`config.mk`:
```
export PLATFORM = sky130hd
export DESIGN_NAME = first_fit_range_allocator_top
export DESIGN_NICKNAME = d
export VERILOG_FILES = /design/src/design/ffra_pkg.sv /design/src/design/first_fit_range_allocator_top.sv /design/src/design/ffra_datapath.sv /design/src/design/ffra_ctrl.sv
export SDC_FILE = /design/constraint.sdc
export NUM_CORES = 2
export LEC_CHECK = 0
export BUFFER_PORTS_ARGS = -buffer_cell sky130_fd_sc_hd__buf_2
export CELL_PAD_IN_SITES_DETAIL_PLACEMENT = 0
export CELL_PAD_IN_SITES_GLOBAL_PLACEMENT = 1
export CORE_UTILIZATION = 35
export CTS_CLUSTER_SIZE = 14
export DETAILED_ROUTE_END_ITERATION = 7
export GPL_ROUTABILITY_DRIVEN = 0
export GPL_TIMING_DRIVEN = 0
export PLACE_DENSITY = 0.64
export SLEW_MARGIN = 25
export SYNTH_ARGS = -nofsm -noshare
export SYNTH_HDL_FRONTEND = slang
export SYNTH_SLANG_ARGS = --single-unit
```
`constraint.sdc`:
```
create_clock -name clk -period 27.6 [get_ports clk]
set_clock_uncertainty 0.05 [all_clocks]
set_input_delay 1.38 -clock clk [delete_from_list [all_inputs] [get_ports clk]]
set_output_delay 1.38 -clock clk [all_outputs]
set_load 0.1 [all_outputs]
```
`src/design/ffra_pkg.sv`:
```
package ffra_pkg;

  localparam int FREE_ENTRIES = 16;
  localparam int USED_ENTRIES = 16;
  localparam int ADDR_BITS = 40;
  localparam int FIDX_BITS = $clog2(FREE_ENTRIES);
  localparam int UIDX_BITS = $clog2(USED_ENTRIES);
  localparam int FCNT_BITS = $clog2(FREE_ENTRIES + 1);

  localparam logic [1:0] ST_OK = 2'd0;
  localparam logic [1:0] ST_NOFIT = 2'd1;
  localparam logic [1:0] ST_NOTALLOC = 2'd2;
  localparam logic [1:0] ST_FULL = 2'd3;

  localparam logic REQ_ALLOC = 1'b0;
  localparam logic REQ_FREE = 1'b1;

  typedef struct packed {
    logic req_type;
    logic [39:0] req_offset;
    logic [39:0] req_size;
  } req_t;

  typedef struct packed {
    logic [1:0] status;
    logic [39:0] alloc_offset;
  } rsp_t;

  // controller -> datapath
  typedef struct packed {
    logic load;        // capture request, clear scan index
    logic scan_step;   // advance scan index
    logic uscan_step;  // advance used scan index
    logic alloc_apply; // trim or remove hit entry, record used entry
    logic merge_prev;  // extend entry f by freed range
    logic merge_next;  // extend entry f downward
    logic merge_fold;  // fold entry f+1 into f
    logic ins_open;    // begin insert at f
    logic shift_step;  // one shift step of insert/remove
    logic release_used;
    logic set_rsp;
    logic [1:0] rsp_status;
  } ffra_cmd_t;

  // datapath -> controller
  typedef struct packed {
    logic scan_end;    // scan index reached free_count
    logic alloc_fit;   // entry at scan index fits request
    logic free_after;  // entry end >= offset
    logic used_end;    // used scan index at last entry
    logic used_hit;    // used entry at used index matches (free) or is empty (alloc)
    logic adj_prev;    // end of entry f == offset
    logic adj_next;    // start of entry f == offset+size
    logic fold_ok;     // after merge_prev, entry f+1 abuts
    logic free_full;
    logic exact;       // hit length == size
    logic shift_done;
  } ffra_sts_t;

endpackage

```
`src/design/first_fit_range_allocator_top.sv`:
```
// First-fit range allocator over [0, pool_size). Each request is handled alone:
// it scans the 16-entry free table and the 16-entry used table one entry per
// cycle and then shifts free entries one per cycle on a remove or insert, so one
// request's table walks finish before the next request is accepted. Writing
// pool_size reloads the tables and drops any request in flight, so write it only while
// idle. A result is held until taken, then the next request is accepted.
module first_fit_range_allocator_top (
  input  logic clk,
  input  logic rst,
  input  logic cfg_we,
  input  logic [39:0] cfg_data,
  input  logic in_valid,
  output logic in_stall,
  input  ffra_pkg::req_t in_data,
  output logic out_valid,
  input  logic out_stall,
  output ffra_pkg::rsp_t out_data
);
  ffra_pkg::ffra_cmd_t cmd;
  ffra_pkg::ffra_sts_t sts;

  ffra_ctrl u_ctrl (
    .clk(clk), .rst(rst), .cfg_we(cfg_we),
    .in_valid(in_valid), .in_stall(in_stall),
    .out_valid(out_valid), .out_stall(out_stall),
    .req_type(in_data.req_type), .sts(sts), .cmd(cmd)
  );

  ffra_datapath u_dp (
    .clk(clk), .rst(rst), .cfg_we(cfg_we),
    .cfg_data(cfg_data[ffra_pkg::ADDR_BITS-1:0]),
    .req(in_data), .cmd(cmd), .sts(sts), .rsp(out_data)
  );

`ifndef NO_ASSERTIONS
  a_no_accept_busy: assert property (@(posedge clk) disable iff (rst)
    out_valid |-> in_stall) else $error("request accepted with result pending");
  a_rsp_hold: assert property (@(posedge clk) disable iff (rst || cfg_we)
    (out_valid && out_stall) |=> (out_valid && $stable(out_data)))
    else $error("result changed while stalled");
  a_offset_zero: assert property (@(posedge clk) disable iff (rst)
    (out_valid && out_data.status != ffra_pkg::ST_OK) |-> out_data.alloc_offset == '0)
    else $error("offset nonzero on failure");
`endif
endmodule

```
`src/design/ffra_datapath.sv`:
```
module ffra_datapath (
  input  logic clk,
  input  logic rst,
  input  logic cfg_we,
  input  logic [ffra_pkg::ADDR_BITS-1:0] cfg_data,
  input  ffra_pkg::req_t req,
  input  ffra_pkg::ffra_cmd_t cmd,
  output ffra_pkg::ffra_sts_t sts,
  output ffra_pkg::rsp_t rsp
);
  localparam int AB = ffra_pkg::ADDR_BITS;
  localparam int FB = ffra_pkg::FIDX_BITS;
  localparam int UB = ffra_pkg::UIDX_BITS;
  localparam int CB = ffra_pkg::FCNT_BITS;
  localparam int NF = ffra_pkg::FREE_ENTRIES;
  localparam int NU = ffra_pkg::USED_ENTRIES;

  logic [AB-1:0] free_start [NF];
  logic [AB-1:0] free_length [NF];
  logic [CB-1:0] free_count;
  logic [AB-1:0] used_start [NU];
  logic [AB-1:0] used_length [NU];
  logic [NU-1:0] used_valid;

  logic req_kind;
  logic [AB-1:0] off, size;
  logic [CB-1:0] idx;     // scan index / shift position
  logic [CB-1:0] shift_lim;
  logic shift_rm;          // remove (left shift) vs insert (right shift)
  logic [UB-1:0] uidx;

  logic [FB-1:0] fi, fi1, si;
  logic [UB-1:0] ui;
  logic [AB:0] f_end;

  assign fi = idx[FB-1:0];
  assign fi1 = fi + FB'(1);
  assign si = idx[FB-1:0];
  assign ui = uidx;
  // range end kept one bit wider so a sum past the top never aliases
  assign f_end = {1'b0, free_start[fi]} + {1'b0, free_length[fi]};

  always_comb begin
    sts = '0;
    sts.scan_end = (idx >= free_count);
    sts.alloc_fit = (free_length[fi] >= size);
    sts.free_after = (f_end >= {1'b0, off});
    sts.used_end = (uidx == UB'(NU - 1));
    sts.used_hit = (req_kind == ffra_pkg::REQ_ALLOC) ? !used_valid[ui]
                 : (used_valid[ui] && used_start[ui] == off && used_length[ui] == size);
    sts.adj_prev = (f_end == {1'b0, off});
    sts.adj_next = ({1'b0, free_start[fi]} == ({1'b0, off} + {1'b0, size}));
    sts.fold_ok = (CB'(fi) + CB'(1) < free_count) && (CB'(fi) + CB'(1) < CB'(NF)) &&
                  (f_end == {1'b0, free_start[fi1]});
    sts.free_full = (free_count >= CB'(NF));
    sts.exact = (free_length[fi] == size);
    sts.shift_done = shift_rm ? (idx + CB'(1) >= shift_lim) : (idx <= shift_lim);
  end

  always_ff @(posedge clk) begin
    if (rst || cfg_we) begin
      free_count <= CB'(1);
      used_valid <= '0;
      free_start[0] <= '0;
      free_length[0] <= rst ? '0 : cfg_data;
      idx <= '0;
      uidx <= '0;
      shift_rm <= 1'b0;
    end else begin
      if (cmd.load) begin
        req_kind <= req.req_type;
        off <= req.req_offset;
        size <= req.req_size;
        idx <= '0;
        uidx <= '0;
      end
      if (cmd.scan_step) idx <= idx + CB'(1);
      if (cmd.uscan_step) uidx <= uidx + UB'(1);
      if (cmd.alloc_apply) begin
        used_start[ui] <= free_start[fi];
        used_length[ui] <= size;
        used_valid[ui] <= 1'b1;
        if (free_length[fi] == size) begin
          // remove: shift left from idx
          shift_rm <= 1'b1;
          shift_lim <= free_count;
          free_count <= free_count - CB'(1);
        end else begin
          free_start[fi] <= free_start[fi] + size;
          free_length[fi] <= free_length[fi] - size;
        end
      end
      if (cmd.release_used) used_valid[ui] <= 1'b0;
      if (cmd.merge_prev) free_length[fi] <= free_length[fi] + size;
      if (cmd.merge_next) begin
        free_start[fi] <= free_start[fi] - size;
        free_length[fi] <= free_length[fi] + size;
      end
      if (cmd.merge_fold) begin
        free_length[fi] <= free_length[fi] + free_length[fi1];
        idx <= idx + CB'(1);
        shift_rm <= 1'b1;
        shift_lim <= free_count;
        free_count <= free_count - CB'(1);
      end
      if (cmd.ins_open) begin
        // insert at idx: shift right from free_count down
        shift_rm <= 1'b0;
        shift_lim <= idx;
        idx <= free_count;
        free_count <= free_count + CB'(1);
      end
      if (cmd.shift_step) begin
        if (shift_rm) begin
          if (idx + CB'(1) < shift_lim) begin
            free_start[si] <= free_start[si + FB'(1)];
            free_length[si] <= free_length[si + FB'(1)];
          end
          idx <= idx + CB'(1);
        end else if (idx > shift_lim) begin
          free_start[si] <= free_start[si - FB'(1)];
          free_length[si] <= free_length[si - FB'(1)];
          idx <= idx - CB'(1);
        end else begin
          free_start[si] <= off;
          free_length[si] <= size;
        end
      end
    end
  end

  always_ff @(posedge clk) begin
    if (cmd.load) begin
      rsp <= '0;
    end else if (cmd.set_rsp) begin
      rsp.status <= cmd.rsp_status;
      rsp.alloc_offset <= (req_kind == ffra_pkg::REQ_ALLOC && cmd.rsp_status == ffra_pkg::ST_OK)
                          ? used_start[ui] : '0;
    end
  end
endmodule

```
`src/design/ffra_ctrl.sv`:
```
module ffra_ctrl (
  input  logic clk,
  input  logic rst,
  input  logic cfg_we,
  input  logic in_valid,
  output logic in_stall,
  output logic out_valid,
  input  logic out_stall,
  input  logic req_type,
  input  ffra_pkg::ffra_sts_t sts,
  output ffra_pkg::ffra_cmd_t cmd
);
  localparam logic [3:0] S_IDLE = 4'd0;
  localparam logic [3:0] S_FSCAN = 4'd1;
  localparam logic [3:0] S_USCAN = 4'd2;
  localparam logic [3:0] S_AAPPLY = 4'd3;
  localparam logic [3:0] S_SHIFT = 4'd4;
  localparam logic [3:0] S_RSCAN = 4'd5;
  localparam logic [3:0] S_FFIND = 4'd6;
  localparam logic [3:0] S_FDECIDE = 4'd7;
  localparam logic [3:0] S_FOLD = 4'd8;
  localparam logic [3:0] S_DONE = 4'd9;
  localparam logic [3:0] S_OUT = 4'd10;

  logic [3:0] state, state_next;
  logic [1:0] st_hold, st_hold_next;

  assign in_stall = (state != S_IDLE);
  assign out_valid = (state == S_OUT);

  always_ff @(posedge clk) begin
    if (rst || cfg_we) begin
      state <= S_IDLE;
      st_hold <= ffra_pkg::ST_OK;
    end else begin
      state <= state_next;
      st_hold <= st_hold_next;
    end
  end

  always_comb begin
    state_next = state;
    st_hold_next = st_hold;
    cmd = '0;
    unique case (state)
      S_IDLE: begin
        if (in_valid) begin
          cmd.load = 1'b1;
          state_next = (req_type == ffra_pkg::REQ_ALLOC) ? S_FSCAN : S_RSCAN;
        end
      end
      S_FSCAN: begin
        if (sts.scan_end) begin
          cmd.set_rsp = 1'b1;
          cmd.rsp_status = ffra_pkg::ST_NOFIT;
          state_next = S_OUT;
        end else if (sts.alloc_fit) begin
          state_next = S_USCAN;
        end else begin
          cmd.scan_step = 1'b1;
        end
      end
      S_USCAN: begin
        if (sts.used_hit) begin
          state_next = S_AAPPLY;
        end else if (sts.used_end) begin
          cmd.set_rsp = 1'b1;
          cmd.rsp_status = ffra_pkg::ST_FULL;
          state_next = S_OUT;
        end else begin
          cmd.uscan_step = 1'b1;
        end
      end
      S_AAPPLY: begin
        cmd.alloc_apply = 1'b1;
        st_hold_next = ffra_pkg::ST_OK;
        state_next = sts.exact ? S_SHIFT : S_DONE;
      end
      S_SHIFT: begin
        cmd.shift_step = 1'b1;
        if (sts.shift_done) state_next = S_DONE;
      end
      S_RSCAN: begin
        if (sts.used_hit) begin
          state_next = S_FFIND;
        end else if (sts.used_end) begin
          cmd.set_rsp = 1'b1;
          cmd.rsp_status = ffra_pkg::ST_NOTALLOC;
          state_next = S_OUT;
        end else begin
          cmd.uscan_step = 1'b1;
        end
      end
      S_FFIND: begin
        if (sts.scan_end) begin
          // append at the end
          if (sts.free_full) begin
            cmd.set_rsp = 1'b1;
            cmd.rsp_status = ffra_pkg::ST_FULL;
            state_next = S_OUT;
          end else begin
            cmd.release_used = 1'b1;
            cmd.ins_open = 1'b1;
            st_hold_next = ffra_pkg::ST_OK;
            state_next = S_SHIFT;
          end
        end else if (sts.free_after) begin
          state_next = S_FDECIDE;
        end else begin
          cmd.scan_step = 1'b1;
        end
      end
      S_FDECIDE: begin
        st_hold_next = ffra_pkg::ST_OK;
        if (sts.adj_prev) begin
          cmd.release_used = 1'b1;
          cmd.merge_prev = 1'b1;
          state_next = S_FOLD;
        end else if (sts.adj_next) begin
          cmd.release_used = 1'b1;
          cmd.merge_next = 1'b1;
          state_next = S_DONE;
        end else if (sts.free_full) begin
          cmd.set_rsp = 1'b1;
          cmd.rsp_status = ffra_pkg::ST_FULL;
          state_next = S_OUT;
        end else begin
          cmd.release_used = 1'b1;
          cmd.ins_open = 1'b1;
          state_next = S_SHIFT;
        end
      end
      S_FOLD: begin
        if (sts.fold_ok) begin
          cmd.merge_fold = 1'b1;
          state_next = S_SHIFT;
        end else begin
          state_next = S_DONE;
        end
      end
      S_DONE: begin
        cmd.set_rsp = 1'b1;
        cmd.rsp_status = st_hold;
        state_next = S_OUT;
      end
      S_OUT: begin
        if (!out_stall) state_next = S_IDLE;
      end
      default: state_next = S_IDLE;
    endcase
  end
endmodule
```
==> reports/qor.json <==
{
  "holdBufCountCts": 0,
  "timing.max_slew.rel_slack_pct": 17.8,
  "synth_edf_count": 2646,
  "antenna_found_initial": 36,
  "finalSetupViolations": 0,
  "finish.net_count": 9838,
  "post_drt_wl_per_cell_um": 41.2,
  "grt.total_usage_pct": 29.6,
  "worstHoldPathType": "register to register",
  "die_x_um": 640,
  "floorplan.io_pins": 170,
  "die_h_um": 640,
  "proportion_of_synthesized_chip_area_in_sequential_cells_pct": 56.9,
  "post_synth_num_cell_types": 98,
  "worst_setup_path_end_kind": "register",
  "synth_warnings": 0,
  "power.leakage_nw": 54.9,
  "drt.antenna.violating_nets": 0,
  "worst-endpoint-required_ns": 28.21,
  "fillerInstances": 36200,
  "drt_wl_total_um": 622000,
  "cp_common_cell": "sky130_fd_sc_hd__o21ai_0",
  "critPathBufInv": 19,
  "first_global_vias": 94800,
  "max-cap-violations": 0,
  "status": "finished, final reports clean",
  "clkTransAtPathRegs_ns": 0.06,
  "timing_max_transition_violations_final": 0,
  "timing.final.crit_share_pct": 71.1,
  "cts_repair_resize_count": 0,
  "layout.cells.non_filler": 15100,
  "floorplan.rows": 234,
  "fin_tns_setup_ns": 0,
  "multi_input_comb_area_sq_um": 59300,
  "path_class": "register to register",
  "global_route.overflow_total": 0,
  "startpoint_type": "register",
  "place.detailed.instances": 14500,
  "detail_route.vias_per_cell": 6.59,
  "synth-main-ff-cell": "sky130_fd_sc_hd__edfxtp_1",
  "detail_route.iter0.violations": 16700,
  "floorplan.initialDensity_pct": 35.1,
  "detailedRoute.firstPassIterationCount": 8,
  "synth_area_per_cell_sq_um": 16.8,
  "timing.final.crit_period_ns": 19.63,
  "postCtsSetupRepairBufs": 0,
  "powerDensity_nw_per_um2": 58.9,
  "worst_slew_pin_slew_ns": 1.20,
  "worstPathArrival_ns": 20.24,
  "layout.core_utilization_pct": 41.5,
  "num_vias": 99300,
  "master_cell_of_the_clock_root_buffer": "sky130_fd_sc_hd__clkbuf_16",
  "hpwl_dp_um": 470000,
  "maxClockFrequency_mhz": 50.9,
  "ys_seq_elements": 2727,
  "max_ir_drop_vdd_mv": 0.0519,
  "hold_ws_ns": 0.423,
  "fraction_of_final_layout_cells_sized_beyond_drive_strength_1_pct": 32.0,
  "post_synth_inst_count": 8476,
  "cts_inserted_buffers": 304,
  "critical-path-top-delay-family": "buffers and inverters",
  "grt_max_degree": 32,
  "finalHoldViolCount": 0,
  "synth_fp_nets": 8916,
  "syn-cell-area_sq_um": 143000,
  "core_area_sq_um": 406000,
  "unrepaired_setup_endpoints_after_global_routing": "no",
  "layout.area.seq_sq_um": 81100,
  "async_flop_share_pct": 0,
  "h_tree_levels": 5,
  "grt_pass1_wl_um": 827000,
  "cts_buffer_depth": 4,
  "post-route-drc-count": 0,
  "io_buffers": 169,
  "dieArea_sq_um": 410000,
  "slowest_cell_on_the_critical_path": "sky130_fd_sc_hd__buf_1",
  "clock_sink_count": 2727,
  "clock_tree_from_tritoncts": "done",
  "area_growth_pct": 18.3,
  "crit_path_max_fanout": 16,
  "timing.critical_path.slowest_cell_delay_ns": 0.76,
  "clock_latency_on_the_worst_skew_pair_ns": 0.98
}
==> layout make-up <==
type / instances / area share [%]
clock buffer: 372 / 4.74
buffer: 543 / 1.60
clock inverter: 173 / 0.967
timing repair buffer: 616 / 4.89
tap: 5428 / 4.03
antenna: 18 / 0.0267
sequential: 2727 / 48.1
multi-input combinational: 5007 / 35.2
inverter: 199 / 0.443
==> layer usage <==
metal	up-vias	global-route usage [%]	part of all wire, %
met5	-	0.284	0.038
met4	12	18.8	7.8
met3	1720	10.2	14
met2	8452	43.5	43
met1	51700	37.4	35
li1	37500	-	-
==> registers in the layout, summed over array words and instances, names as in the netlist, 5 cells and up, named ones only <==
register / count
u_dp.free_count: 5
u_dp.used_valid: 15
u_dp.off: 40
u_dp.free_start: 640
u_dp.used_length: 640
u_dp.shift_lim: 5
u_dp.idx: 5
u_dp.free_length: 640
u_dp.size: 40
u_dp.used_start: 640
u_dp.rsp: 42
==> power by group <==
part           switching [mW]  internal, mW  total, mW
Sequential             0.0337          4.57       4.60
Combinational           0.853         0.450       1.30
Clock                    1.76          2.26       4.02
==> synth_stat cells (all sizes together) (20+ instances only) <==
master | number | area (sq um)
nor4 | 50 | 334
and3 | 67 | 419
or3 | 34 | 213
mux4 | 1526 | 34500
dfxtp | 81 | 1620
and2 | 29 | 181
o21a | 44 | 330
inv | 197 | 739
a22o | 45 | 394
nand2 | 379 | 1420
nor2b | 47 | 294
nor3 | 120 | 611
a211oi | 122 | 916
a21o | 98 | 736
o31ai | 28 | 210
o21bai | 42 | 315
o211ai | 20 | 150
a311oi | 22 | 193
a31oi | 72 | 457
clkbuf | 283 | 1060
a22oi | 26 | 195
nand3 | 98 | 500
o22ai | 32 | 200
a21oi | 350 | 1750
xor2 | 74 | 648
o21ai | 231 | 1160
mux2i | 140 | 1400
nand4 | 66 | 413
edfxtp | 2646 | 79500
nand2b | 54 | 338
or2 | 21 | 131
ha | 307 | 3840
nor2 | 348 | 1310
buf | 260 | 1420
xnor2 | 265 | 2330
==> cells by family after synthesis <==
kind of cell | synth area share (%)
mux | 25.3
simple gates | 4.79
buf+inv | 2.27
flops | 56.9
fa+ha+maj | 2.79
xor+xnor | 2.09
compound gates | 5.88
==> stage by stage <==
stage / cell area (sq um) / power, mW / worst slack (ns)
after floorplan: 143000 / 5.40 / 14.80
after global placement: 150000 / 5.87 / 3.74
after detailed placement: 159000 / 5.93 / 8.56
after CTS: 168000 / 9.89 / 8.46
after global routing: 169000 / 10.1 / 7.65
final: 169000 / 9.93 / 7.97
==> path summary, 6_finish.rpt <==
kind / startpoint / depth (start not counted) / slack (ns) / endpoint
setup reg to reg: u_dp.idx[0]$_SDFF_PN0_ / 55 / 7.97 / u_dp.free_start[11][38]$_DFFE_PP_
hold reg to reg: u_dp.rsp[24]$_SDFFE_PP0P_ / 1 / 0.42 / u_dp.rsp[24]$_SDFFE_PP0P_
setup / recovery: u_dp.idx[0]$_SDFF_PN0_ / 55 / 7.97 / u_dp.free_start[11][38]$_DFFE_PP_
hold / removal: u_dp.rsp[24]$_SDFFE_PP0P_ / 1 / 0.42 / u_dp.rsp[24]$_SDFFE_PP0P_
==> layout by cell type, fill, tap and decap left out, types with 42 or more instances in the layout <==
cell type	netlist	layout
sky130_fd_sc_hd__clkinv_1	2	63
sky130_fd_sc_hd__nor3_1	118	98
sky130_fd_sc_hd__clkbuf_2	0	108
sky130_fd_sc_hd__edfxtp_1	2646	2646
sky130_fd_sc_hd__buf_4	33	171
sky130_fd_sc_hd__buf_16	0	133
sky130_fd_sc_hd__xnor2_1	264	262
sky130_fd_sc_hd__a211oi_1	122	81
sky130_fd_sc_hd__o21ai_0	221	208
sky130_fd_sc_hd__nor2b_1	47	46
sky130_fd_sc_hd__nor2_1	346	309
sky130_fd_sc_hd__nand3_1	96	96
sky130_fd_sc_hd__dfxtp_1	81	81
sky130_fd_sc_hd__buf_6	17	65
sky130_fd_sc_hd__clkbuf_16	0	308
sky130_fd_sc_hd__nor4_1	48	45
sky130_fd_sc_hd__buf_2	105	339
sky130_fd_sc_hd__mux4_2	1490	1490
sky130_fd_sc_hd__a21o_1	98	98
sky130_fd_sc_hd__buf_12	1	54
sky130_fd_sc_hd__clkinv_2	0	46
sky130_fd_sc_hd__clkbuf_1	283	241
sky130_fd_sc_hd__a21oi_1	350	345
sky130_fd_sc_hd__nand2b_1	54	54
sky130_fd_sc_hd__o21a_1	44	44
sky130_fd_sc_hd__buf_8	4	77
sky130_fd_sc_hd__a31oi_1	71	62
sky130_fd_sc_hd__inv_1	192	192
sky130_fd_sc_hd__and3_1	67	64
sky130_fd_sc_hd__ha_1	307	307
sky130_fd_sc_hd__nand4_1	66	66
sky130_fd_sc_hd__a22o_1	45	45
sky130_fd_sc_hd__nand2_1	379	376
sky130_fd_sc_hd__xor2_1	74	74
sky130_fd_sc_hd__o21bai_1	42	42
sky130_fd_sc_hd__mux2i_1	140	133
Power figures use the tool's default switching activity.
